`src/hw/rtl/hhq_pkg.sv`:
```
// hhq_pkg: shared constants, types and helper functions of the height query block
// used by every module under hw/rtl; depends on nothing else
package hhq_pkg;

    // fixed-point layout
    localparam int FRAC_BITS    = 12;
    localparam int CELL_W       = 8;
    localparam int QUOT_W       = CELL_W + FRAC_BITS;
    localparam int POS_W        = 32;
    localparam int TILE_W       = 24;
    localparam int SCALE_W      = 24;
    localparam int H_W          = 16;
    localparam int ADDR_W       = 16;
    localparam int W_W          = FRAC_BITS + 1;
    localparam int PROD_W       = H_W + W_W;
    localparam int RAW_W        = H_W + FRAC_BITS;
    localparam int SUM_W        = PROD_W + 2;
    localparam int SCALE_SHIFT  = FRAC_BITS + 4;
    localparam int HEIGHT_W     = 36;
    localparam int BIG_W        = RAW_W + SCALE_W;
    localparam int STRIDE_W     = CELL_W + 1;
    localparam int BASE_W       = CELL_W + STRIDE_W;
    localparam int CLAMP_MARGIN = 410;
    localparam int DIV_STAGES   = QUOT_W;

    // queue between front and back
    localparam int QUEUE_DEPTH  = 4;
    localparam int QPTR_W       = 2;
    localparam int QCNT_W       = QPTR_W + 1;

    // stream layout
    localparam int IN_DATA_W    = 96;
    localparam int OUT_DATA_W   = 56;
    localparam int OUT_PAD_W    = OUT_DATA_W - HEIGHT_W - 2 * CELL_W;

    // register map
    localparam int PADDR_W      = 5;
    localparam logic [2:0] REG_OFFSET_X     = 3'd0;
    localparam logic [2:0] REG_OFFSET_Z     = 3'd1;
    localparam logic [2:0] REG_TILE_SIZE    = 3'd2;
    localparam logic [2:0] REG_CELLS_X      = 3'd3;
    localparam logic [2:0] REG_CELLS_Z      = 3'd4;
    localparam logic [2:0] REG_HEIGHT_SCALE = 3'd5;

    // item kinds
    localparam logic REQ_WRITE = 1'b0;
    localparam logic REQ_QUERY = 1'b1;

    localparam logic [W_W-1:0] ONE_W = W_W'(1) << FRAC_BITS;

    // settings handed to the datapath
    typedef struct packed {
        logic [POS_W-1:0]   off_x;
        logic [POS_W-1:0]   off_z;
        logic [TILE_W-1:0]  tile;
        logic [CELL_W-1:0]  cells_x;
        logic [POS_W-1:0]   ext_x;
        logic [POS_W-1:0]   lim_x;
        logic [POS_W-1:0]   ext_z;
        logic [POS_W-1:0]   lim_z;
        logic [SCALE_W-1:0] scale;
    } cfg_t;

    // classified item held in the queue
    typedef struct packed {
        logic              kind;
        logic [POS_W-1:0]  pos_x;
        logic [POS_W-1:0]  pos_z;
        logic [ADDR_W-1:0] idx;
        logic [H_W-1:0]    val;
    } item_t;

    // one divider stage, both axes
    typedef struct packed {
        logic              kind;
        logic [TILE_W-1:0] rem_x;
        logic [QUOT_W-1:0] acc_x;
        logic [TILE_W-1:0] rem_z;
        logic [QUOT_W-1:0] acc_z;
        logic [ADDR_W-1:0] idx;
        logic [H_W-1:0]    val;
    } div_t;

    // one restoring division step: remainder in the high bits, quotient shifted in below
    function automatic logic [TILE_W+QUOT_W-1:0] div_step(
        input logic [TILE_W-1:0] rem,
        input logic [QUOT_W-1:0] acc,
        input logic [TILE_W-1:0] tile
    );
        logic [TILE_W:0] trial;
        logic [TILE_W:0] diff;
        trial = {rem, acc[QUOT_W-1]};
        diff  = trial - {1'b0, tile};
        if (trial >= {1'b0, tile}) begin
            return {diff[TILE_W-1:0], acc[QUOT_W-2:0], 1'b1};
        end
        return {trial[TILE_W-1:0], acc[QUOT_W-2:0], 1'b0};
    endfunction

    // clamp one axis into [0, ext) with the margin below the far edge
    function automatic logic [POS_W-1:0] clamp_axis(
        input logic [POS_W-1:0] pos,
        input logic [POS_W-1:0] org,
        input logic [POS_W-1:0] ext,
        input logic [POS_W-1:0] lim
    );
        logic [POS_W:0] d;
        d = {pos[POS_W-1], pos} - {org[POS_W-1], org};
        if (d[POS_W]) begin
            return '0;
        end
        if (d[POS_W-1:0] >= ext) begin
            return lim;
        end
        return d[POS_W-1:0];
    endfunction

endpackage

```
`src/hw/rtl/hhq_front.sv`:
```
// hhq_front: takes input items, clamps query positions into the grid, feeds the queue
// depends on hhq_pkg
module hhq_front (
    input  logic                    s_tvalid,
    output logic                    s_tready,
    input  logic [hhq_pkg::IN_DATA_W-1:0] s_tdata,
    input  logic                    s_tuser,
    input  hhq_pkg::cfg_t           cfg,
    input  logic                    q_full,
    output logic                    q_push,
    output hhq_pkg::item_t          q_item
);
    import hhq_pkg::*;

    logic [POS_W-1:0] coord_x;
    logic [POS_W-1:0] coord_z;

    // unpack the stream word
    assign coord_x = s_tdata[POS_W-1:0];
    assign coord_z = s_tdata[2*POS_W-1:POS_W];

    // accept whenever the queue has room
    assign s_tready = !q_full;
    assign q_push   = s_tvalid && !q_full;

    // classify and clamp
    always_comb begin
        q_item.kind  = s_tuser;
        q_item.pos_x = clamp_axis(coord_x, cfg.off_x, cfg.ext_x, cfg.lim_x);
        q_item.pos_z = clamp_axis(coord_z, cfg.off_z, cfg.ext_z, cfg.lim_z);
        q_item.idx   = s_tdata[2*POS_W+ADDR_W-1:2*POS_W];
        q_item.val   = s_tdata[2*POS_W+ADDR_W+H_W-1:2*POS_W+ADDR_W];
    end

endmodule

```
`config.mk`:
```
export PLATFORM = sky130hd
export DESIGN_NAME = hhq_front
export DESIGN_NICKNAME = d
export VERILOG_FILES = /design/src/hw/rtl/hhq_pkg.sv /design/src/hw/rtl/hhq_front.sv
export SDC_FILE = /design/constraint.sdc
export NUM_CORES = 1
export LEC_CHECK = 0
export ABC_AREA = 1
export BUFFER_PORTS_ARGS = -buffer_cell sky130_fd_sc_hd__buf_2
export CELL_PAD_IN_SITES_DETAIL_PLACEMENT = 0
export CELL_PAD_IN_SITES_GLOBAL_PLACEMENT = 1
export CORE_AREA = 2 2 172 174
export DETAILED_ROUTE_END_ITERATION = 16
export DIE_AREA = 0 0 174 176
export PLACE_DENSITY_LB_ADDON = 0.1
export SETUP_SLACK_MARGIN = 0.02
export SLEW_MARGIN = 25
export SYNTH_ARGS = -nofsm -noshare
export SYNTH_HDL_FRONTEND = slang
export SYNTH_SLANG_ARGS = --single-unit
```
`constraint.sdc`:
```
create_clock -name vclk -period 7.2
set_input_delay 1.08 -clock vclk [all_inputs]
set_output_delay 1.08 -clock vclk [all_outputs]
set_load 0.05 [all_outputs]
```
After elaboration in Yosys (flattened, before gate mapping)
Cells that the tools add are included.
{ "word_totals": {"ff_bits": 0, "out_inout_bits": 99, "word_cells": 20, "input_bits": 347} }
{ "classes": {"order_cmp": 2, "n_mux": 14, "reduce_logical": 2, "add_sub_neg": 2} }
{ "op_table": {"columns": ["operator", "count"], "rows": [
  ["32-bit two-way mux", 8],
  ["32-bit by 32-bit subtractor with 33-bit output", 2],
  ["32-bit >= comparator", 2],
  ["1-bit two-way mux", 6],
  ["1-bit logical AND", 1],
  ["1-bit zero test", 1]
]} }

Logic depth before layout (Yosys ltp)
{ "logic_depth": {"ltp_word": 6, "mapped_depth": 27} }

Worst setup path after synthesis
OpenSTA, ideal clock, no wires.
{ "synth_path": {"kind": "input -> output", "startpoint": "in s_tdata[0] in the netlist's numbering", "endpoint": "out q_item[64] in the netlist's numbering", "path_stages": 20, "setup_slack_ns": 1.908, "path_buffers": 1, "arrival_ns": 4.212, "required_time_ns": 6.120, "cell_sequence": "inv_1 -> ha_1 -> inv_1 -> fa_1 -> nand2_1 -> nand3_1 -> nand2_1 -> nand2_1 -> xnor2_1 -> inv_1 -> ha_1 -> nand2_1 -> nor4_1 -> nand2_1 -> nand2_1 -> nand2_1 -> nand2_1 -> buf_4 -> nand2_1 -> a21oi_1"} }
{ "synth_rtl": {"columns": ["item", "line_no", "text"], "rows": [
  ["from (decl)", "hhq_front.sv:6", "input logic [hhq_pkg::IN_DATA_W-1:0] s_tdata,"],
  ["to (decl)", "hhq_front.sv:11", "output hhq_pkg::item_t q_item"]
]} }

==> impl_metrics.py <==
metrics = {
    "critical_path": {
        "critical_path_arrival_ps": 5210,
        "crit_required_ps": 6120,
        "path_class": "in -> out",
        "cp_max_fo": 18,
        "critPathCaptureType": "primary output",
        "cp_common_cell": "nand2_1",
        "max_stage_delay_ps": 440,
        "start_kind": "primary input",
        "crit_slowest_cell": "nand2_1",
    },
    "detailed_routing": {
        "wl_per_cell_um": 12.6,
        "vias_per_cell": 4.26,
        "drt-initial-drc-count": 435,
        "drc": 0,
        "via_count": 10596,
        "antenna_left": 0,
        "drtPass1Iterations": 5,
        "routed_wl_um": 31200,
    },
    "grt": {
        "grt_remaining_overflow": 0,
        "antenna_found_initial": 0,
        "grt_pass1_wl_um": 50600,
        "grt_usage_pct": 20.0,
        "grt_pass1_vias": 10205,
        "grt_max_degree": 33,
    },
    "hold_path": {
        "holdCritPathClass": "in -> out",
    },
    "sta": {
        "report.final.slew_viol_count": 0,
        "max_freq_ghz": 0.159,
        "max_slew.worst_pin.slew_ps": 898,
        "period_share_pct": 87.3,
        "fin_tns_setup_ps": 0,
        "finalHoldViolations": 0,
        "setup_violations": 0,
        "slew_headroom_pct": 40.1,
        "rsz0062_at_grt": "false",
        "timing.final.crit_period_ps": 6290,
    },
    "synthesis": {
        "syn_avg_cell_area_um2": 5.15,
        "yosys_warnings": 0,
        "syn-num-nets": 2303,
        "syn_inst": 1826,
        "synth_cell_types": 31,
        "ys_seq_area_share_pct": 0,
        "synth_area_mm2": 0.00940,
    },
    "placement": {
        "io_buffer_count": 324,
        "dpl.hpwl_um": 28800,
        "place.gp.congestion": 0.891,
    },
    "final_layout": {
        "seq_cells": 0,
        "layout_common_cells": "711 x nand2_1, 499 x inv_1, 324 x buf_2",
        "n_antenna_cell": 0,
        "final_common_cell": "nand2_1",
        "seq_area_um2": 0,
        "drive_gt1_share_pct": 20.5,
        "nNetsFinal": 2580,
        "clkbuf_count": 0,
        "area_growth_pct": 17.9,
    },
    "power": {
        "leakage_nw": 7.86,
        "power.density_mw_per_mm2": 140,
        "ir_drop_v": 0.0000773,
        "power_mw": 1.55,
    },
    "die": {
        "initial_core_util_pct": 32.9,
        "rows": 62,
        "fp.coreArea_mm2": 0.0285,
        "io_pins": 446,
        "die_height_um": 176,
        "dieWidth_um": 174,
        "die_area_mm2": 0.0306,
    },
    "cts": {
        "postCtsSetupBuffers": 0,
        "cts_resized": 0,
        "hold_buffers": 0,
    },
    "status": {
        "status": "finished clean",
    },
    "flow_run": {
        "maxCapViolCount": 0,
    },
}
-- synthesized netlist by cell type, types with 4 or more instances --
cell type	count	area [um2]
nor2_4	60	676
buf_4	41	308
nand3_2	5	50.1
inv_2	5	18.8
buf_12	6	120
nor2_1	87	327
o21ai_0	14	70.1
xor2_1	18	158
clkbuf_1	6	22.5
nand2_4	4	45.0
xnor2_1	12	105
nand2_1	711	2670
a21oi_1	86	430
nand3b_1	28	210
nor3_1	6	30.0
nand2_2	19	119
o21bai_1	6	45.0
inv_1	499	1870
nand4_1	12	75.1
nand3_1	53	265
ha_1	128	1600
-- cell type report --
cell class | instances | area [um2]
Tap cell | 384 | 480
Inverter | 506 | 1900
Multi-Input combinational cell | 1265 | 7030
Timing Repair Buffer | 330 | 1670
Fill cell | 3492 | 17500
-- worst paths after layout --
path                    start         end  slack, ps  cells after the start
setup / recovery  s_tdata[32]  q_item[55]        910                     26
hold / removal    s_tdata[90]  q_item[10]       2160                      0
-- metal layers --
| metal | routed length (um) | vias to the layer above | share of wire (%) | GRT usage, % |
|---|---|---|---|---|
| met5 | 0 | - | 0 | 0 |
| met4 | 316 | 0 | 1.0 | 1.75 |
| li1 | - | 5865 | - | - |
| met2 | 13400 | 257 | 43 | 33.9 |
| met1 | 16100 | 4446 | 51 | 28.9 |
| met3 | 1460 | 28 | 4.7 | 1.18 |
-- metrics by stage --
stage / worst slack, ps / instance area [um2] / hold slack, ps / utilization (%) / instances
floorplan: 1910 / 9400 / 2330 / - / 1826
global placement: 956 / 11100 / 2160 / 38.8 / 2485
detailed placement: 942 / 11100 / 2160 / 38.8 / 2485
CTS: 921 / 11100 / 2160 / 38.8 / 2485
global route: 495 / 11100 / 2160 / 38.8 / 2485
finish: 913 / 11100 / 2160 / 38.8 / 2485
-- critical path, delay by kind of cell --
| kind | cells | cell delay [ps] |
|---|---|---|
| adder cells (fa/ha/maj) | 3 | 840 |
| buffers and inverters | 7 | 1010 |
| AND/OR/NAND/NOR | 16 | 2230 |
-- logic make-up (layout without fill, tap and decap cells) --
| group | after synthesis | in the layout | share of synthesized area [%] |
|---|---|---|---|
| compound gates | 112 | 112 | 6.31 |
| xor+xnor | 30 | 30 | 2.80 |
| fa+ha+maj | 130 | 130 | 17.5 |
| buf+inv | 561 | 836 | 25.2 |
| simple gates | 993 | 993 | 48.3 |
-- report_power, final --
part | internal, mW | leakage (nW) | total [mW] | switching [mW]
Sequential | 0 | 0 | 0 | 0
Clock | 0 | 0 | 0 | 0
Combinational | 0.475 | 7.86 | 1.55 | 1.08
(Power assumes the default switching activity.)
