File: src/hw/rtl/hhq_pkg.sv
// hhq_pkg: shared constants, types and helper functions of the height query block
// used by every module under hw/rtl; depends on nothing else
package hhq_pkg;

    // fixed-point layout
    localparam int FRAC_BITS    = 12;
    localparam int CELL_W       = 8;
    localparam int QUOT_W       = CELL_W + FRAC_BITS;
    localparam int POS_W        = 32;
    localparam int TILE_W       = 24;
    localparam int SCALE_W      = 24;
    localparam int H_W          = 16;
    localparam int ADDR_W       = 16;
    localparam int W_W          = FRAC_BITS + 1;
    localparam int PROD_W       = H_W + W_W;
    localparam int RAW_W        = H_W + FRAC_BITS;
    localparam int SUM_W        = PROD_W + 2;
    localparam int SCALE_SHIFT  = FRAC_BITS + 4;
    localparam int HEIGHT_W     = 36;
    localparam int BIG_W        = RAW_W + SCALE_W;
    localparam int STRIDE_W     = CELL_W + 1;
    localparam int BASE_W       = CELL_W + STRIDE_W;
    localparam int CLAMP_MARGIN = 410;
    localparam int DIV_STAGES   = QUOT_W;

    // queue between front and back
    localparam int QUEUE_DEPTH  = 4;
    localparam int QPTR_W       = 2;
    localparam int QCNT_W       = QPTR_W + 1;

    // stream layout
    localparam int IN_DATA_W    = 96;
    localparam int OUT_DATA_W   = 56;
    localparam int OUT_PAD_W    = OUT_DATA_W - HEIGHT_W - 2 * CELL_W;

    // register map
    localparam int PADDR_W      = 5;
    localparam logic [2:0] REG_OFFSET_X     = 3'd0;
    localparam logic [2:0] REG_OFFSET_Z     = 3'd1;
    localparam logic [2:0] REG_TILE_SIZE    = 3'd2;
    localparam logic [2:0] REG_CELLS_X      = 3'd3;
    localparam logic [2:0] REG_CELLS_Z      = 3'd4;
    localparam logic [2:0] REG_HEIGHT_SCALE = 3'd5;

    // item kinds
    localparam logic REQ_WRITE = 1'b0;
    localparam logic REQ_QUERY = 1'b1;

    localparam logic [W_W-1:0] ONE_W = W_W'(1) << FRAC_BITS;

    // settings handed to the datapath
    typedef struct packed {
        logic [POS_W-1:0]   off_x;
        logic [POS_W-1:0]   off_z;
        logic [TILE_W-1:0]  tile;
        logic [CELL_W-1:0]  cells_x;
        logic [POS_W-1:0]   ext_x;
        logic [POS_W-1:0]   lim_x;
        logic [POS_W-1:0]   ext_z;
        logic [POS_W-1:0]   lim_z;
        logic [SCALE_W-1:0] scale;
    } cfg_t;

    // classified item held in the queue
    typedef struct packed {
        logic              kind;
        logic [POS_W-1:0]  pos_x;
        logic [POS_W-1:0]  pos_z;
        logic [ADDR_W-1:0] idx;
        logic [H_W-1:0]    val;
    } item_t;

    // one divider stage, both axes
    typedef struct packed {
        logic              kind;
        logic [TILE_W-1:0] rem_x;
        logic [QUOT_W-1:0] acc_x;
        logic [TILE_W-1:0] rem_z;
        logic [QUOT_W-1:0] acc_z;
        logic [ADDR_W-1:0] idx;
        logic [H_W-1:0]    val;
    } div_t;

    // one restoring division step: remainder in the high bits, quotient shifted in below
    function automatic logic [TILE_W+QUOT_W-1:0] div_step(
        input logic [TILE_W-1:0] rem,
        input logic [QUOT_W-1:0] acc,
        input logic [TILE_W-1:0] tile
    );
        logic [TILE_W:0] trial;
        logic [TILE_W:0] diff;
        trial = {rem, acc[QUOT_W-1]};
        diff  = trial - {1'b0, tile};
        if (trial >= {1'b0, tile}) begin
            return {diff[TILE_W-1:0], acc[QUOT_W-2:0], 1'b1};
        end
        return {trial[TILE_W-1:0], acc[QUOT_W-2:0], 1'b0};
    endfunction

    // clamp one axis into [0, ext) with the margin below the far edge
    function automatic logic [POS_W-1:0] clamp_axis(
        input logic [POS_W-1:0] pos,
        input logic [POS_W-1:0] org,
        input logic [POS_W-1:0] ext,
        input logic [POS_W-1:0] lim
    );
        logic [POS_W:0] d;
        d = {pos[POS_W-1], pos} - {org[POS_W-1], org};
        if (d[POS_W]) begin
            return '0;
        end
        if (d[POS_W-1:0] >= ext) begin
            return lim;
        end
        return d[POS_W-1:0];
    endfunction

endpackage

File: src/hw/rtl/hhq_div.sv
// hhq_div: pipelined restoring divider giving cell and fraction on both axes
// depends on hhq_pkg
module hhq_div (
    input  logic           aclk,
    input  logic           aresetn,
    input  logic           adv,
    input  logic           in_valid,
    input  hhq_pkg::item_t in_item,
    input  hhq_pkg::cfg_t  cfg,
    output logic           out_valid,
    output hhq_pkg::div_t  out_stage
);
    import hhq_pkg::*;

    div_t                stage_reg [DIV_STAGES+1];
    logic [DIV_STAGES:0] valid_reg;
    div_t                first_next;

    // dividend is pos << FRAC_BITS; its top bits are already below the tile
    always_comb begin
        first_next.kind  = in_item.kind;
        first_next.rem_x = in_item.pos_x[POS_W-1:CELL_W];
        first_next.acc_x = {in_item.pos_x[CELL_W-1:0], {FRAC_BITS{1'b0}}};
        first_next.rem_z = in_item.pos_z[POS_W-1:CELL_W];
        first_next.acc_z = {in_item.pos_z[CELL_W-1:0], {FRAC_BITS{1'b0}}};
        first_next.idx   = in_item.idx;
        first_next.val   = in_item.val;
    end

    // valid bits
    always_ff @(posedge aclk) begin
        if (!aresetn) begin
            valid_reg <= '0;
        end else if (adv) begin
            valid_reg <= {valid_reg[DIV_STAGES-1:0], in_valid};
        end
    end

    // one quotient bit per stage
    always_ff @(posedge aclk) begin
        if (adv) begin
            stage_reg[0] <= first_next;
            for (int k = 0; k < DIV_STAGES; k++) begin
                stage_reg[k+1].kind <= stage_reg[k].kind;
                stage_reg[k+1].idx  <= stage_reg[k].idx;
                stage_reg[k+1].val  <= stage_reg[k].val;
                {stage_reg[k+1].rem_x, stage_reg[k+1].acc_x} <=
                    div_step(stage_reg[k].rem_x, stage_reg[k].acc_x, cfg.tile);
                {stage_reg[k+1].rem_z, stage_reg[k+1].acc_z} <=
                    div_step(stage_reg[k].rem_z, stage_reg[k].acc_z, cfg.tile);
            end
        end
    end

    assign out_valid = valid_reg[DIV_STAGES];
    assign out_stage = stage_reg[DIV_STAGES];

endmodule

File: config.mk
export PLATFORM = sky130hd
export DESIGN_NAME = hhq_div
export DESIGN_NICKNAME = d
export VERILOG_FILES = /design/src/hw/rtl/hhq_pkg.sv /design/src/hw/rtl/hhq_div.sv
export SDC_FILE = /design/constraint.sdc
export NUM_CORES = 2
export LEC_CHECK = 0
export BUFFER_PORTS_ARGS = -buffer_cell sky130_fd_sc_hd__clkbuf_2
export CORE_ASPECT_RATIO = 1.4
export CORE_MARGIN = 3
export CORE_UTILIZATION = 50
export CTS_CLUSTER_DIAMETER = 50
export CTS_CLUSTER_SIZE = 10
export DETAILED_ROUTE_END_ITERATION = 16
export GPL_ROUTABILITY_DRIVEN = 0
export PLACE_DENSITY = 0.67
export SYNTH_ARGS = -nofsm -noshare
export SYNTH_HDL_FRONTEND = slang
export SYNTH_SLANG_ARGS = --single-unit
File: constraint.sdc
create_clock -name aclk -period 7.05 [get_ports aclk]
set_clock_uncertainty 0.15 [all_clocks]
set_input_delay 1.0575 -clock aclk [delete_from_list [all_inputs] [get_ports aclk]]
set_output_delay 1.0575 -clock aclk [all_outputs]
set_load 0.02 [all_outputs]
# Word level (Yosys, flattened, before mapping)
# Index checks and enable logic that the tools add are counted.
# word_totals
ff_bits,2214
output_inout_bits,122
word_cells,452
input_bits,349
# classes
addsub,40
mux,160
order_cmp,40
# ops
cell,n
$mux W44,80
$ge A25 B24 Y1,40
$sub A24 B24 Y24,40
$mux W1,80

# Depth between registers and ports, before layout
# logic_depth
depth_word,4
ltp_mapped,16
depth_no_buf,13

# Least setup slack after synthesis
# Ideal clock, no wire load.
# synth_path
kind,input port to flip-flop
from,input port cfg[161] (netlist bit)
to,register stage_reg[1883] (netlist bit) (data pin)
slack_ns,2.020
arrival_ns,4.620
path_buffers,2
path_stages,14
setup_ns,0.260
t_required_ns,6.640
path_cell_list,inv_1 -> ha_1 -> nor2b_1 -> o31a_1 -> o21ai_0 -> o21ai_0 -> o211ai_1 -> a21oi_1 -> o2111a_1 -> o21ai_0 -> and2_1 -> buf_2 -> buf_2 -> mux2_2
# synth_via
elab_chain_cells,4
elab_cells_between_ends,6
cone_classes,add/sub (1); order compare (1); mux (4)
# synth_rtl
item,line_no,rtl
from (decl),hhq_div.sv:9,"input hhq_pkg::cfg_t cfg,"
$ge A25 B24 Y1,hhq_pkg.sv:94,"if (trial >= {1'b0, tile}) begin"
$mux W1,hhq_pkg.sv:94,
$mux W1,hhq_div.sv:41,if (adv) begin
$mux W44 *,hhq_pkg.sv:97,"return {trial[TILE_W-1:0], acc[QUOT_W-2:0], 1'b0};"
to (decl),hhq_div.sv:15,div_t stage_reg [DIV_STAGES+1];
# Mark *: on every way between the ends. The rest lies on a longest branch, timed or not. The select of a mux whose other input is x is not followed.
# A chain may end at the register's enable or synchronous reset.

# Worst setup path after layout
# layout_path
from,input port cfg[167] (netlist bit)
to,register stage_reg[2007] (netlist bit) (data pin)
# The elaborated chain is that of the path after synthesis.

==> impl_metrics.tcl <==
set metrics [dict create \
    setup_viol 0 \
    antenna_found_initial 8 \
    final_cells 14000 \
    cts_made_buffers 282 \
    post-route-cell-area_um2 136400 \
    cts_tree "built" \
    ff2ff_path_depth 12 \
    vias_per_cell 5.882 \
    finalCriticalPeriod_ps 5031 \
    cts.repair.resized 0 \
    fin_crit_sh_pct 71.36 \
    worst_pin_slew_ps 1135 \
    io_buffer_count 246 \
    synth_cell_types 105 \
    clk_latency_ps 840 \
    dr.pass1.iters 6 \
    placed_cell_area_um2 128400 \
    ir_drop_mv 0.2567 \
    slew-limit-headroom_pct 22.35 \
    die_h_um 593.5 \
    clkSinkCount 2214 \
    ys_warn_count 0 \
    dieArea_um2 252600 \
    grt_pass1_wl_um 439600 \
    area_growth_pct 10.66 \
    grt_usage_pct 21.67 \
    clk_pin_slew_worst_paths_ps 50 \
    place_inst 13620 \
    grt_overflow 0 \
    drc_errors 0 \
    synthTopCellsByArea "edfxtp_1, ha_1, mux2_2" \
    drv_slew 0 \
    grt_max_degree 205 \
    fillers 19670 \
    cellPowerDensity_nw_per_um2 471.6 \
    setup.worst_path.class "in2reg" \
    synth.top_cell.area_share_pct 53.42 \
    wl_per_cell_um 19.98 \
    syn_area_per_cell_um2 11.99 \
    ios 471 \
    synthesis.area_um2 123300 \
    ant_nets 0 \
    htreeDepth 5 \
    final_cell_mix "edfxtp_1, ha_1, a21oi_1" \
    clock-root-buffer "clkbuf_16" \
    rows 215 \
    holdWs_ps 227.6 \
    synth_edf_count 2193 \
    post_cts_buffers 0 \
    routed_wl_um 279800 \
    dpl_worst_slack_ps 1159 \
    synthArstFlopShare_pct 0 \
    postCtsHoldBufs 0 \
    ys_seq_area_share_pct 53.76 \
    hpwl_um 200400 \
    setup_tns_ps 0 \
    chipWidth_um 425.6 \
    max_cap_violations 0 \
    rsz0062_at_grt "no" \
    final_layout_size_suffix_gt1_share_pct 12.53 \
    synthCells 10280 \
    cp-end-kind "flop" \
    nets 12000 \
    cp_max_fo 40 \
    cp.required_ps 7430 \
    critPathArrivalTime_ps 5410 \
    worstHoldPathCells 1 \
    start_util_pct 50.30 \
    final_common_cell "edfxtp_1" \
    synth_fp_nets 11630 \
    power.leakage_uw 0.05282 \
    start_kind "input pin" \
    status "finished clean" \
    grt_pass1_vias 85340 \
    fmax_ghz 0.1988 \
    netlist.top_cell.by_area "edfxtp_1" \
    largest_reg_flops 2072 \
    hp-class "in2reg" \
    drt_iter0_drc 4896 \
    ys_seq_elements 2214 \
    core_um2 245100 \
    clockBufferDepth 4 \
    synth_ff_type "edfxtp_1" \
    setup_ws_ps 2019 \
    vias 82370 \
    hold_viol 0 \
]
worst paths after layout:
check | endpoint | start | slack [ps]
worst max-delay path | stage_reg[2007]$_DFFE_PP_ | cfg[167] | 2020
worst min-delay path | stage_reg[2431]$_DFFE_PP_ | in_item[11] | 230
worst max register to register | stage_reg[1888]$_DFFE_PP_ | stage_reg[1989]$_DFFE_PP_ | 2670
worst min register to register | stage_reg[1459]$_DFFE_PP_ | stage_reg[1580]$_DFFE_PP_ | 250
synth_stat cells (120+ instances only):
cell type  number
mux2_2        456
inv_1         325
o21ai_0       612
xor2_1        285
o21a_1        140
nor2b_1       167
a21oi_1       873
edfxtp_1     2193
nand2b_1      128
nand4_1       120
nor3_1        171
ha_1          960
clkbuf_1      129
a21o_1        368
buf_4         132
nand2_1       641
xnor2_1       484
nand3_1       183
nor2_1        676
routing by layer:
metal	up-vias	routed length [um]	track usage, %
met5	-	21	0
met4	4	20080	14.44
li1	39530	-	-
met3	953	12800	3.176
met2	2388	145900	40.04
met1	39490	101000	22.52
power breakdown:
group          internal [uW]  total (uW)  switching [uW]
Sequential             19900       21800            1870
Combinational          13400       29700           16400
Clock                   7630       12800            5210
stage by stage:
step	total power, uW	utilization [%]
after floorplan	44500	-
after global placement	50080	52.40
after detailed placement	51150	52.40
after CTS	64420	55.66
after global routing	68770	55.66
final	64320	55.66
final cells by class:
cell class | instances | area (um2) | share of cell area (%)
Clock buffer | 314 | 7357 | 5.394
Tap cell | 3255 | 4073 | 2.986
Multi-Input combinational cell | 7414 | 54060 | 39.63
Antenna cell | 5 | 12.51 | 0.009173
Sequential cell | 2214 | 66270 | 48.59
Inverter | 326 | 1224 | 0.8971
Timing Repair Buffer | 414 | 2788 | 2.044
Clock inverter | 61 | 616.8 | 0.4522
worst max-delay path, cell delays in order:
cell and delay [ps]:
clkbuf_2 110, inv_2 670, buf_4 490, ha_1 280, nand3_1 150, o21bai_1 380
a311o_1 300, a221o_1 250, nand3_1 140, a21oi_4 850, nor2_1 80, a21oi_1 620
cells by family (layout without fill, tap and decap cells):
kind of cell / Yosys count / in the layout / synth area share, %
simple gates: 2418 / 2418 / 9.405
buf+inv: 649 / 1115 / 2.468
fa+ha+maj: 1000 / 1000 / 10.39
xor+xnor: 769 / 769 / 5.464
mux: 514 / 514 / 4.637
flops: 2214 / 2214 / 53.76
other cells: 0 / 5 / 0
compound gates: 2713 / 2713 / 13.87
No activity file was read; power rests on OpenSTA's default activity.
