--- config.mk ---
export PLATFORM = sky130hd
export DESIGN_NAME = hhq_queue
export DESIGN_NICKNAME = d
export VERILOG_FILES = /design/src/hw/rtl/hhq_pkg.sv /design/src/hw/rtl/hhq_queue.sv
export SDC_FILE = /design/constraint.sdc
export NUM_CORES = 1
export LEC_CHECK = 0
export ABC_CLOCK_PERIOD_IN_PS = 3500
export BUFFER_PORTS_ARGS = -buffer_cell sky130_fd_sc_hd__buf_2
export CORE_MARGIN = 4
export CORE_UTILIZATION = 51
export DETAILED_ROUTE_END_ITERATION = 8
export PLACE_DENSITY = 0.81
export RECOVER_POWER = 25
export SYNTH_ARGS = -nofsm -noshare
export SYNTH_HDL_FRONTEND = slang
export SYNTH_SLANG_ARGS = --single-unit
export TNS_END_PERCENT = 100
--- constraint.sdc ---
create_clock -name aclk -period 3.5 [get_ports aclk]
set_input_delay 0.7 -clock aclk [delete_from_list [all_inputs] [get_ports aclk]]
set_output_delay 0.7 -clock aclk [all_outputs]
set_load 0.005 [all_outputs]
--- src/hw/rtl/hhq_pkg.sv ---
// hhq_pkg: shared constants, types and helper functions of the height query block
// used by every module under hw/rtl; depends on nothing else
package hhq_pkg;

    // fixed-point layout
    localparam int FRAC_BITS    = 12;
    localparam int CELL_W       = 8;
    localparam int QUOT_W       = CELL_W + FRAC_BITS;
    localparam int POS_W        = 32;
    localparam int TILE_W       = 24;
    localparam int SCALE_W      = 24;
    localparam int H_W          = 16;
    localparam int ADDR_W       = 16;
    localparam int W_W          = FRAC_BITS + 1;
    localparam int PROD_W       = H_W + W_W;
    localparam int RAW_W        = H_W + FRAC_BITS;
    localparam int SUM_W        = PROD_W + 2;
    localparam int SCALE_SHIFT  = FRAC_BITS + 4;
    localparam int HEIGHT_W     = 36;
    localparam int BIG_W        = RAW_W + SCALE_W;
    localparam int STRIDE_W     = CELL_W + 1;
    localparam int BASE_W       = CELL_W + STRIDE_W;
    localparam int CLAMP_MARGIN = 410;
    localparam int DIV_STAGES   = QUOT_W;

    // queue between front and back
    localparam int QUEUE_DEPTH  = 4;
    localparam int QPTR_W       = 2;
    localparam int QCNT_W       = QPTR_W + 1;

    // stream layout
    localparam int IN_DATA_W    = 96;
    localparam int OUT_DATA_W   = 56;
    localparam int OUT_PAD_W    = OUT_DATA_W - HEIGHT_W - 2 * CELL_W;

    // register map
    localparam int PADDR_W      = 5;
    localparam logic [2:0] REG_OFFSET_X     = 3'd0;
    localparam logic [2:0] REG_OFFSET_Z     = 3'd1;
    localparam logic [2:0] REG_TILE_SIZE    = 3'd2;
    localparam logic [2:0] REG_CELLS_X      = 3'd3;
    localparam logic [2:0] REG_CELLS_Z      = 3'd4;
    localparam logic [2:0] REG_HEIGHT_SCALE = 3'd5;

    // item kinds
    localparam logic REQ_WRITE = 1'b0;
    localparam logic REQ_QUERY = 1'b1;

    localparam logic [W_W-1:0] ONE_W = W_W'(1) << FRAC_BITS;

    // settings handed to the datapath
    typedef struct packed {
        logic [POS_W-1:0]   off_x;
        logic [POS_W-1:0]   off_z;
        logic [TILE_W-1:0]  tile;
        logic [CELL_W-1:0]  cells_x;
        logic [POS_W-1:0]   ext_x;
        logic [POS_W-1:0]   lim_x;
        logic [POS_W-1:0]   ext_z;
        logic [POS_W-1:0]   lim_z;
        logic [SCALE_W-1:0] scale;
    } cfg_t;

    // classified item held in the queue
    typedef struct packed {
        logic              kind;
        logic [POS_W-1:0]  pos_x;
        logic [POS_W-1:0]  pos_z;
        logic [ADDR_W-1:0] idx;
        logic [H_W-1:0]    val;
    } item_t;

    // one divider stage, both axes
    typedef struct packed {
        logic              kind;
        logic [TILE_W-1:0] rem_x;
        logic [QUOT_W-1:0] acc_x;
        logic [TILE_W-1:0] rem_z;
        logic [QUOT_W-1:0] acc_z;
        logic [ADDR_W-1:0] idx;
        logic [H_W-1:0]    val;
    } div_t;

    // one restoring division step: remainder in the high bits, quotient shifted in below
    function automatic logic [TILE_W+QUOT_W-1:0] div_step(
        input logic [TILE_W-1:0] rem,
        input logic [QUOT_W-1:0] acc,
        input logic [TILE_W-1:0] tile
    );
        logic [TILE_W:0] trial;
        logic [TILE_W:0] diff;
        trial = {rem, acc[QUOT_W-1]};
        diff  = trial - {1'b0, tile};
        if (trial >= {1'b0, tile}) begin
            return {diff[TILE_W-1:0], acc[QUOT_W-2:0], 1'b1};
        end
        return {trial[TILE_W-1:0], acc[QUOT_W-2:0], 1'b0};
    endfunction

    // clamp one axis into [0, ext) with the margin below the far edge
    function automatic logic [POS_W-1:0] clamp_axis(
        input logic [POS_W-1:0] pos,
        input logic [POS_W-1:0] org,
        input logic [POS_W-1:0] ext,
        input logic [POS_W-1:0] lim
    );
        logic [POS_W:0] d;
        d = {pos[POS_W-1], pos} - {org[POS_W-1], org};
        if (d[POS_W]) begin
            return '0;
        end
        if (d[POS_W-1:0] >= ext) begin
            return lim;
        end
        return d[POS_W-1:0];
    endfunction

endpackage

--- src/hw/rtl/hhq_queue.sv ---
// hhq_queue: short in-order queue between the front and the back
// depends on hhq_pkg
module hhq_queue (
    input  logic           aclk,
    input  logic           aresetn,
    input  logic           push,
    input  hhq_pkg::item_t push_item,
    input  logic           pop,
    output hhq_pkg::item_t pop_item,
    output logic           empty,
    output logic           full
);
    import hhq_pkg::*;

    item_t             slot_reg [QUEUE_DEPTH];
    logic [QPTR_W-1:0] wr_ptr_reg;
    logic [QPTR_W-1:0] rd_ptr_reg;
    logic [QCNT_W-1:0] count_reg;
    logic [QPTR_W-1:0] wr_ptr_next;
    logic [QPTR_W-1:0] rd_ptr_next;
    logic [QCNT_W-1:0] count_next;

    assign empty    = (count_reg == '0);
    assign full     = (count_reg == QCNT_W'(QUEUE_DEPTH));
    assign pop_item = slot_reg[rd_ptr_reg];

    // pointer and fill bookkeeping
    always_comb begin
        wr_ptr_next = wr_ptr_reg;
        rd_ptr_next = rd_ptr_reg;
        count_next  = count_reg;
        if (push) begin
            wr_ptr_next = wr_ptr_reg + QPTR_W'(1);
        end
        if (pop) begin
            rd_ptr_next = rd_ptr_reg + QPTR_W'(1);
        end
        if (push && !pop) begin
            count_next = count_reg + QCNT_W'(1);
        end else if (pop && !push) begin
            count_next = count_reg - QCNT_W'(1);
        end
    end

    always_ff @(posedge aclk) begin
        if (!aresetn) begin
            wr_ptr_reg <= '0;
            rd_ptr_reg <= '0;
            count_reg  <= '0;
        end else begin
            wr_ptr_reg <= wr_ptr_next;
            rd_ptr_reg <= rd_ptr_next;
            count_reg  <= count_next;
        end
    end

    // storage
    always_ff @(posedge aclk) begin
        if (push) begin
            slot_reg[wr_ptr_reg] <= push_item;
        end
    end

    a_count_bound: assert property (@(posedge aclk) disable iff (!aresetn)
        count_reg <= QCNT_W'(QUEUE_DEPTH))
        else $error("queue fill beyond depth");

    a_no_pop_empty: assert property (@(posedge aclk) disable iff (!aresetn)
        pop |-> (count_reg != '0))
        else $error("queue popped while empty");

    a_push_counts: assert property (@(posedge aclk) disable iff (!aresetn)
        (push && !pop) |=> (count_reg == $past(count_reg) + QCNT_W'(1)))
        else $error("queue lost a pushed item");

endmodule

# Yosys cells after proc, flatten, opt, wreduce, memory -nomap -nowiden
# Memory sizes are Yosys's and may differ from the RTL's. A register that Yosys moved wholly into a read port is not among the register bits.
# Index checks and enable logic that the tools add are counted.
[op_classes] mux=6 n_eq_ne=1 n_mul=0 div=0 n_reduce_logical=6 add_sub_neg=4 n_lt_le_gt_ge=0 n_shift=0 bitwise=0
[op_table] operator="2-to-1 mux 3 bit" n=2
[op_table] operator="adder 2 x 1 -> 2 bit (second input constant)" n=2
[op_table] operator="2-to-1 mux 2 bit" n=2
[op_table] operator="adder 3 x 1 -> 3 bit (second input constant)" n=1
[op_table] operator="== test 3 bit (second input constant)" n=1
[op_table] operator="zero test 3 bit" n=1
[op_table] operator="subtractor 3 x 1 -> 3 bit (second input constant)" n=1
[op_table] operator="logical AND 1 bit" n=2
[op_table] operator="zero test 1 bit" n=2
[op_table] operator="2-to-1 mux 1 bit" n=2
[op_table] operator="nonzero test 2 bit" n=1
[word_totals] mem_count=1 ram_bits=388 ff_bits=7 latch_bits=0 wordCells=21 rom_bits=0
[mem_list] name="slot_reg" words=4 width=97 read_ports=1 rd_ports_with_merged_regs=1 write_ports=1 line_no="hhq_queue.sv:15" source="item_t slot_reg [QUEUE_DEPTH];"

# Depth between registers and ports, before layout
# Gate-level depths: netlist of the first run.
[logic_depth] word_depth=4 mapped_depth=7

# Worst setup path after synthesis of the first run
# Ideal clock, no wire load.
[synth_path] kind="input -> register" startpoint="input port push" endpoint="memory slot_reg[0][0] (netlist bit) (enable)" slack_ns=0.092 path_buffers=0 path_stages=1 arrival_time_ns=2.942 path_cell_list="and2_1"
[synth_between] elab_chain_cells=2
[synth_lines] element="from (decl)" line_no="hhq_queue.sv:6" source="input logic push,"
[synth_lines] element="2-to-1 mux 1 bit" line_no="hhq_queue.sv:59" source="if (push) begin"
[synth_lines] element="2-to-1 mux 1 bit (not written as such)" line_no="hhq_queue.sv:60" source="slot_reg[wr_ptr_reg] <= push_item;"
[synth_lines] element="to (decl)" line_no="hhq_queue.sv:15"
# No other way between the ends.

==> results by group, run 1 <==
Status
  • Status: finished clean

Hold path
  • Hold EP: slot_reg[1][62]$_DFFE_PP_
  • Hold path depth: 1
  • Min-Delay Startpoint: push_item[62]
  • Worst hold path class: in2reg

Final layout
  • Largest register FFs: 388
  • Register area: 11800 um2
  • Area grow syn2layout: 18.1%
  • Layout cells sized above 1: 0.374
  • Number of diodes: 0
  • # nets final: about 900
  • Fillers: ~1900
  • Final instance area: roughly 17000 um2
  • Multi-input gate area: approximately 2400 um2

Detailed routing
  • Post-DR vias/cell: approximately 5.5
  • Iteration-0 DRC Markers: between 400 and 500
  • Avg WL per Cell: roughly 22 um
  • DR pass1 iterations: 6
  • Wirelength, routed: ~26000 um
  • DRC Markers: 0
  • Routed Antenna Nets: 0
  • Via Count: about 6500

Floorplan
  • Starting Density: 0.518
  • Die H: roughly 180 um
  • Top-level port count: 200
  • Cell Rows: 61
  • Die width: 176 um
  • Die area: about 31000 um2
  • Core footprint: 27900 um2

Clock network
  • Htree depth: 2
  • CTS Buffer Depth: 3
  • CTS Buf Count: 39
  • # clock sinks: 397
  • Postcts setup bufs: 0
  • Clk slew on worst S/H paths: about 60 ps
  • Post-cts gate resize count: 0
  • # hold bufs at CTS: 0
  • Root Buffer: clkbuf_16
  • CTS tree: built
  • Clk_lat worst skew: around 500 ps

STA
  • Final Max Tran Viols: 0
  • Period utilization: 0.792
  • Setup_tns: 0 ps
  • Worst Tran Pin Value: ~760 ps
  • Setup Skew: slightly below 10 ps
  • Fmax: ~360 MHz
  • Final setup violating endpoints: 0
  • RSZ-0062 raised after global routing: false
  • Post-route minimum period: approximately 2800 ps
  • Fin. Hold Viols: 0
  • Relative slew slack: 0.494

Synthesis
  • Post-synth cell types: 21
  • Avg Inst Size Synth: ~26 um2
  • Post-synthesis cell type with the largest combined area: edfxtp_1
  • Seq/Total Area, Yosys: 0.820
  • Cells after synthesis: 550
  • Count leader, synth: edfxtp_1
  • Share of flip-flops with an asynchronous set or reset: 0
  • Cell Area, Synth: between 10000 and 15000 um2
  • Post-synth top cells: edfxtp_1, mux4_2, buf_2
  • #FFs+latches synth: between 300 and 400
  • Top-area cell type share of the netlist area: 0.807
  • Area contributors post-synth: edfxtp_1, mux4_2, dfxtp_1
  • Ys Warns: 0
  • Post-synth top flop: edfxtp_1
  • Post-synth EDFFs: 388
  • Post-synthesis net count: 657

Global route
  • First-pass GRT wire length: 40200 um
  • Number of global-route vias before repair: about 7000
  • Largest net degree at the start of global routing: 60
  • Remaining global-route overflow: 0
  • Initial antenna violation count: 4
  • GRT Total Usage: 0.168

Worst setup path
  • CP Max Fanout: just under 60
  • Worst EP required: about 2800 ps
  • Critical R2R Launch: wr_ptr_reg[0]$_SDFFE_PN0P_
  • Critical path data arrival time: 2070 ps
  • Startpoint types: flop
  • Crit end category: output pin
  • Reg2Reg Depth: 3
  • Worst R2R End: slot_reg[1][83]$_DFFE_PP_
  • Reg2Reg Setup Slack: approximately 1700 ps
  • Crit path kind: reg2out

Power and ir drop
  • Worst IR Drop VDD: 0.424 mV
  • LEAKAGE: about 5.6 nW
  • Pwr per Cell Area: approximately 600 nW/um2

Place
  • Routability cong.: 0.726
  • Post-DP HPWL: ~16000 um
  • Post-DP Area: around 16000 um2
  • PortBufs: about 200

Run
  • Max Cap Viol: 0
-- routing by layer --
| metal | GRT usage | vias up | share of wire |
|---|---|---|---|
| met4 | 0.0403 | 8 | 0.019 |
| met1 | 0.231 | 3405 | 0.41 |
| li1 | - | 2829 | - |
| met3 | 0.0430 | 46 | 0.070 |
| met5 | 0 | - | 0.0020 |
| met2 | 0.276 | 209 | 0.50 |
-- logic make-up (layout without fill, tap and decap cells) --
logic type | after synthesis | in the layout | synth area share
AO/OA/AOI/OAI | 2 | 2 | 0.000867
XOR/XNOR | 5 | 5 | 0.00304
adder cells (fa/ha/maj) | 6 | 6 | 0.00572
buffers and inverters | 26 | 286 | 0.0114
flip-flops | 397 | 397 | 0.820
multiplexers | 99 | 99 | 0.153
AND/OR/NAND/NOR | 15 | 15 | 0.00633
-- cell usage in the layout (no fill, tap or decap), drive strengths merged --
| cell | instances |
|---|---|
| mux2i | 2 |
| dfxtp | 9 |
| fa | 1 |
| or3 | 1 |
| nand2 | 1 |
| nor3b | 1 |
| clkinv | 17 |
| a21boi | 1 |
| nor2b | 2 |
| mux4 | 97 |
| clkbuf | 116 |
| nor3 | 1 |
| xor2 | 3 |
| edfxtp | 388 |
| inv | 4 |
| o21ai | 1 |
| buf | 148 |
| and2 | 9 |
| xnor2 | 2 |
| bufinv | 1 |
| ha | 5 |
-- layout make-up --
class                   instances  area share
flip-flops and latches        397       0.695
clock buffers                  52      0.0626
inverters                       4    0.000881
repair buffers                212      0.0639
well taps                     378      0.0278
multi-input cells             127       0.143
clock inverters                18     0.00646
-- worst max path at each step --
| stage | start | end | slack [ps] | depth (start not counted) |
|---|---|---|---|---|
| detailed placement | flop | pop_item[9] | 1240 | 3 |
| global placement | flop | pop_item[19] | 1230 | 3 |
| global route | flop | pop_item[76] | 590 | 3 |
| finish | flop | pop_item[96] | 730 | 3 |
| floorplan | push | slot_reg[0][0]$_DFFE_PP_ | 90 | 1 |
| CTS | flop | pop_item[9] | 680 | 3 |
-- per-stage QoR --
stage | worst slack (ps) | hold slack, ps | util | total power, W | cells
detailed placement | 1240 | 509 | 0.572 | 0.00656 | 1118
finish | 727 | 415 | 0.612 | 0.0102 | 1188
global placement | 1230 | 503 | 0.572 | 0.00653 | 1118
CTS | 683 | 381 | 0.614 | 0.0104 | 1188
global route | 589 | 406 | 0.612 | 0.0107 | 1188
floorplan | 91.6 | 472 | - | 0.00614 | 550
-- report_power, final --
group          leakage [nW]  internal [W]  switching [W]  total, W
Combinational          1.36      0.000443       0.000457  0.000901
Sequential             3.64       0.00546      0.0000664   0.00553
Clock                 0.583       0.00222        0.00160   0.00381
-- critical path, cell delays in order (launching register included) --
cell and delay [ps]:
dfxtp_4 370, buf_12 340, mux4_2 580, buf_2 150
Power figures use the tool's default switching activity.
==> run 2, diff against run 1 <==
--- a/config.mk
+++ b/config.mk
@@ -5,7 +5,8 @@
 export SDC_FILE = /design/constraint.sdc
 export NUM_CORES = 1
 export LEC_CHECK = 0
-export ABC_CLOCK_PERIOD_IN_PS = 3500
+export ABC_AREA = 1
+export ABC_CLOCK_PERIOD_IN_PS = 2300
 export BUFFER_PORTS_ARGS = -buffer_cell sky130_fd_sc_hd__buf_2
 export CORE_MARGIN = 4
 export CORE_UTILIZATION = 51
==> constraint.sdc (replaced) <==
create_clock -name aclk -period 2.3 [get_ports aclk]
set_input_delay 0.46 -clock aclk [delete_from_list [all_inputs] [get_ports aclk]]
set_output_delay 0.46 -clock aclk [all_outputs]
set_load 0.005 [all_outputs]
==> run 2 against run 1 <==
Against the previous run: clock power is 58% higher; sequential cell count is the same; cell count up 37%; register-to-register slack lost 1100 ps; combinational power rose by 78%; worst hold slack worse by 250 ps.
==> results by group, run 2 <==
Clock network
  • # clock sinks: between 300 and 400
  • CTS Buffer Depth: 3
  • Root Buffer: clkbuf_16
  • Clk_lat worst skew: ~520 ps
  • CTS Buf Count: 39
  • # hold bufs at CTS: 0
  • Clk slew on worst S/H paths: 60 ps
  • CTS tree: built
  • Htree depth: 2

Detailed routing
  • DR pass1 iterations: 5
  • Wirelength, routed: 36100 um
  • DRC Markers: 0
  • Via Count: roughly 9300
  • Iteration-0 DRC Markers: between 800 and 900
  • Routed Antenna Nets: 0
  • Post-DR vias/cell: about 5.7
  • Avg WL per Cell: roughly 22 um

Synthesis
  • Avg Inst Size Synth: 14.9 um2
  • Area contributors post-synth: edfxtp_1, nor2_1, o21ai_0
  • Compound-Gate Fraction of Synth Area: 0.110
  • Post-synthesis cell type with the largest combined area: edfxtp_1
  • Post-synth top flop: edfxtp_1
  • Post-synth cell types: 20
  • Post-synth EDFFs: just under 400
  • Main combinational cell family by area after synthesis: compound AO/OA/AOI/OAI gates
  • Post-synth top cells: edfxtp_1, nor2_1, o21ai_0
  • Seq/Total Area, Yosys: 0.800
  • Count leader, synth: edfxtp_1
  • Post-synthesis net count: about 1100
  • Area share of and/or/nand/nor cells after synthesis: 0.0543
  • Cells after synthesis: between 900 and 1000
  • #FFs+latches synth: around 400
  • Adder-cell share of the synthesized area: 0.00559
  • Top-area cell type share of the netlist area: 0.788
  • Share of flip-flops with an asynchronous set or reset: 0
  • Ys Warns: 0
  • Cell Area, Synth: 14800 um2
  • Mux contribution to synthesized area: 0
  • Post-synthesis xor/xnor area fraction: 0

Final layout
  • Layout cells sized above 1: 0.239
  • Multi-input gate area: between 2000 and 3000 um2
  • Most common cell after layout, fill and taps aside: edfxtp_1
  • Fillers: ~2000
  • Largest register FFs: 388
  • Register area: 11800 um2
  • Finished Layout Cells: roughly 1600
  • # nets final: around 1300
  • Area grow syn2layout: 22.0%
  • Final Util: 0.630
  • Most frequent cells in the layout: edfxtp_1, nor2_1, buf_2, o21ai_0, o22ai_1

Power and ir drop
  • Overall power: roughly 0.016 W
  • LEAKAGE: roughly 6.2 nW
  • Pwr per Cell Area: 886 nW/um2
  • Worst IR Drop VDD: approximately 0.67 mV

Global route
  • Remaining global-route overflow: 0
  • Initial antenna violation count: 4
  • GRT Total Usage: 0.208
  • First-pass GRT wire length: roughly 51000 um
  • Largest net degree at the start of global routing: 73
  • Number of global-route vias before repair: between 9000 and 10000

Worst setup path
  • CP Max Fanout: 18
  • CP max stage delay: 460 ps
  • Crit end category: output pin
  • Slowest cell on crit path: dfxtp_4
  • Critical-path cell list: buf_4 > buf_16 > o21ai_0 > o22ai_1 > buf_4
  • Cell repeated most along the worst path: buf_4
  • Worst EP required: roughly 1800 ps
  • Startpoint types: flop
  • Critical path data arrival time: around 1800 ps
  • Crit path kind: reg2out

STA
  • Relative slew slack: 0.658
  • Period utilization: 0.996
  • Worst Tran Pin Value: 513 ps
  • Setup Skew: ~16 ps
  • Post-route minimum period: ~2300 ps
  • Final setup violating endpoints: 0
  • Fin. Hold Viols: 0
  • Fmax: roughly 440 MHz
  • RSZ-0062 raised after global routing: true
  • Final Max Tran Viols: 0

Floorplan
  • Top-level port count: 200
  • Starting Density: 0.516
  • Cell Rows: between 60 and 70
  • Die width: between 150 and 200 um
  • Die H: 178 um
  • Die area: between 30000 and 40000 um2
  • Core footprint: around 29000 um2

Place
  • Placed Cells: approximately 1500
  • Post-DP HPWL: between 15000 and 20000 um
  • Routability cong.: ~0.73
  • PortBufs: 199

Status
  • Status: finished clean

Run
  • Max Cap Viol: 0

Hold path
  • Worst hold path class: in2reg
## run 2: final cells by class
cell class / instances / share of cell area
well taps: 384 / 0.0266
clock buffers: 59 / 0.0634
repair buffers: 239 / 0.0903
diodes: 3 / 0.000416
clock inverters: 10 / 0.00423
flip-flops and latches: 397 / 0.657
multi-input cells: 519 / 0.151
repair inverters: 3 / 0.00187
inverters: 17 / 0.00590
## run 2: where the power goes
group / switching [W] / total [W] / internal (W)
Combinational: 0.000997 / 0.00160 / 0.000599
Clock: 0.00248 / 0.00602 / 0.00354
Sequential: 0.0000867 / 0.00835 / 0.00827
## run 2: kinds of logic after synthesis
| group | Yosys count |
|---|---|
| AOI/OAI and AO/OA | 301 |
| and+or+nand+nor | 212 |
| buffers and inverters | 79 |
| adders and majority gates | 6 |
| DFF | 397 |
## run 2: worst paths after layout
check / start / endpoint / slack [ps] / cells after the start
max: flop / pop_item[94] / 10 / 5
min: push_item[2] / slot_reg[3][2]$_DFFE_PP_ / 170 / 1
max reg2reg: wr_ptr_reg[0]$_SDFFE_PN0P_ / slot_reg[2][80]$_DFFE_PP_ / 600 / 5
min reg2reg: rd_ptr_reg[1]$_SDFFE_PN0P_ / flop / 430 / 1
## run 2: metal layers
metal	share of wire	track usage	vias up
li1	-	-	4223
met1	0.40	0.283	4598
met2	0.49	0.338	439
met3	0.096	0.0547	51
met4	0.017	0.0524	6
met5	0.0012	0	-
## run 2: metrics by stage
| step | TNS [ps] | setup slack [ps] | hold WS (ps) | area [um2] |
|---|---|---|---|---|
| global route | -1790 | -57.4 | 161 | 18000 |
| global placement | 0 | 394 | 412 | 16300 |
| finish | 0 | 9.78 | 168 | 18000 |
| floorplan | -41250 | -117 | 412 | 14800 |
| CTS | -129 | -25.3 | 134 | 17700 |
| detailed placement | 0 | 350 | 430 | 16300 |
## run 2: what timing repair did
action | in CTS | in global routing
endpoints found under the hold margin | 0 | 0
gates cloned | 4 | 7
setup buffers | 3 | 5
setup endpoints to repair | 97 | 85
pin swaps | 2 | 5
resized for setup | 19 | 85
## run 2: critical path: cells and delay by family (launching register included)
kind                   cells  cell delay [ps]
AO/OA/AOI/OAI              2              350
flip-flops                 1              460
buffers and inverters      3              520
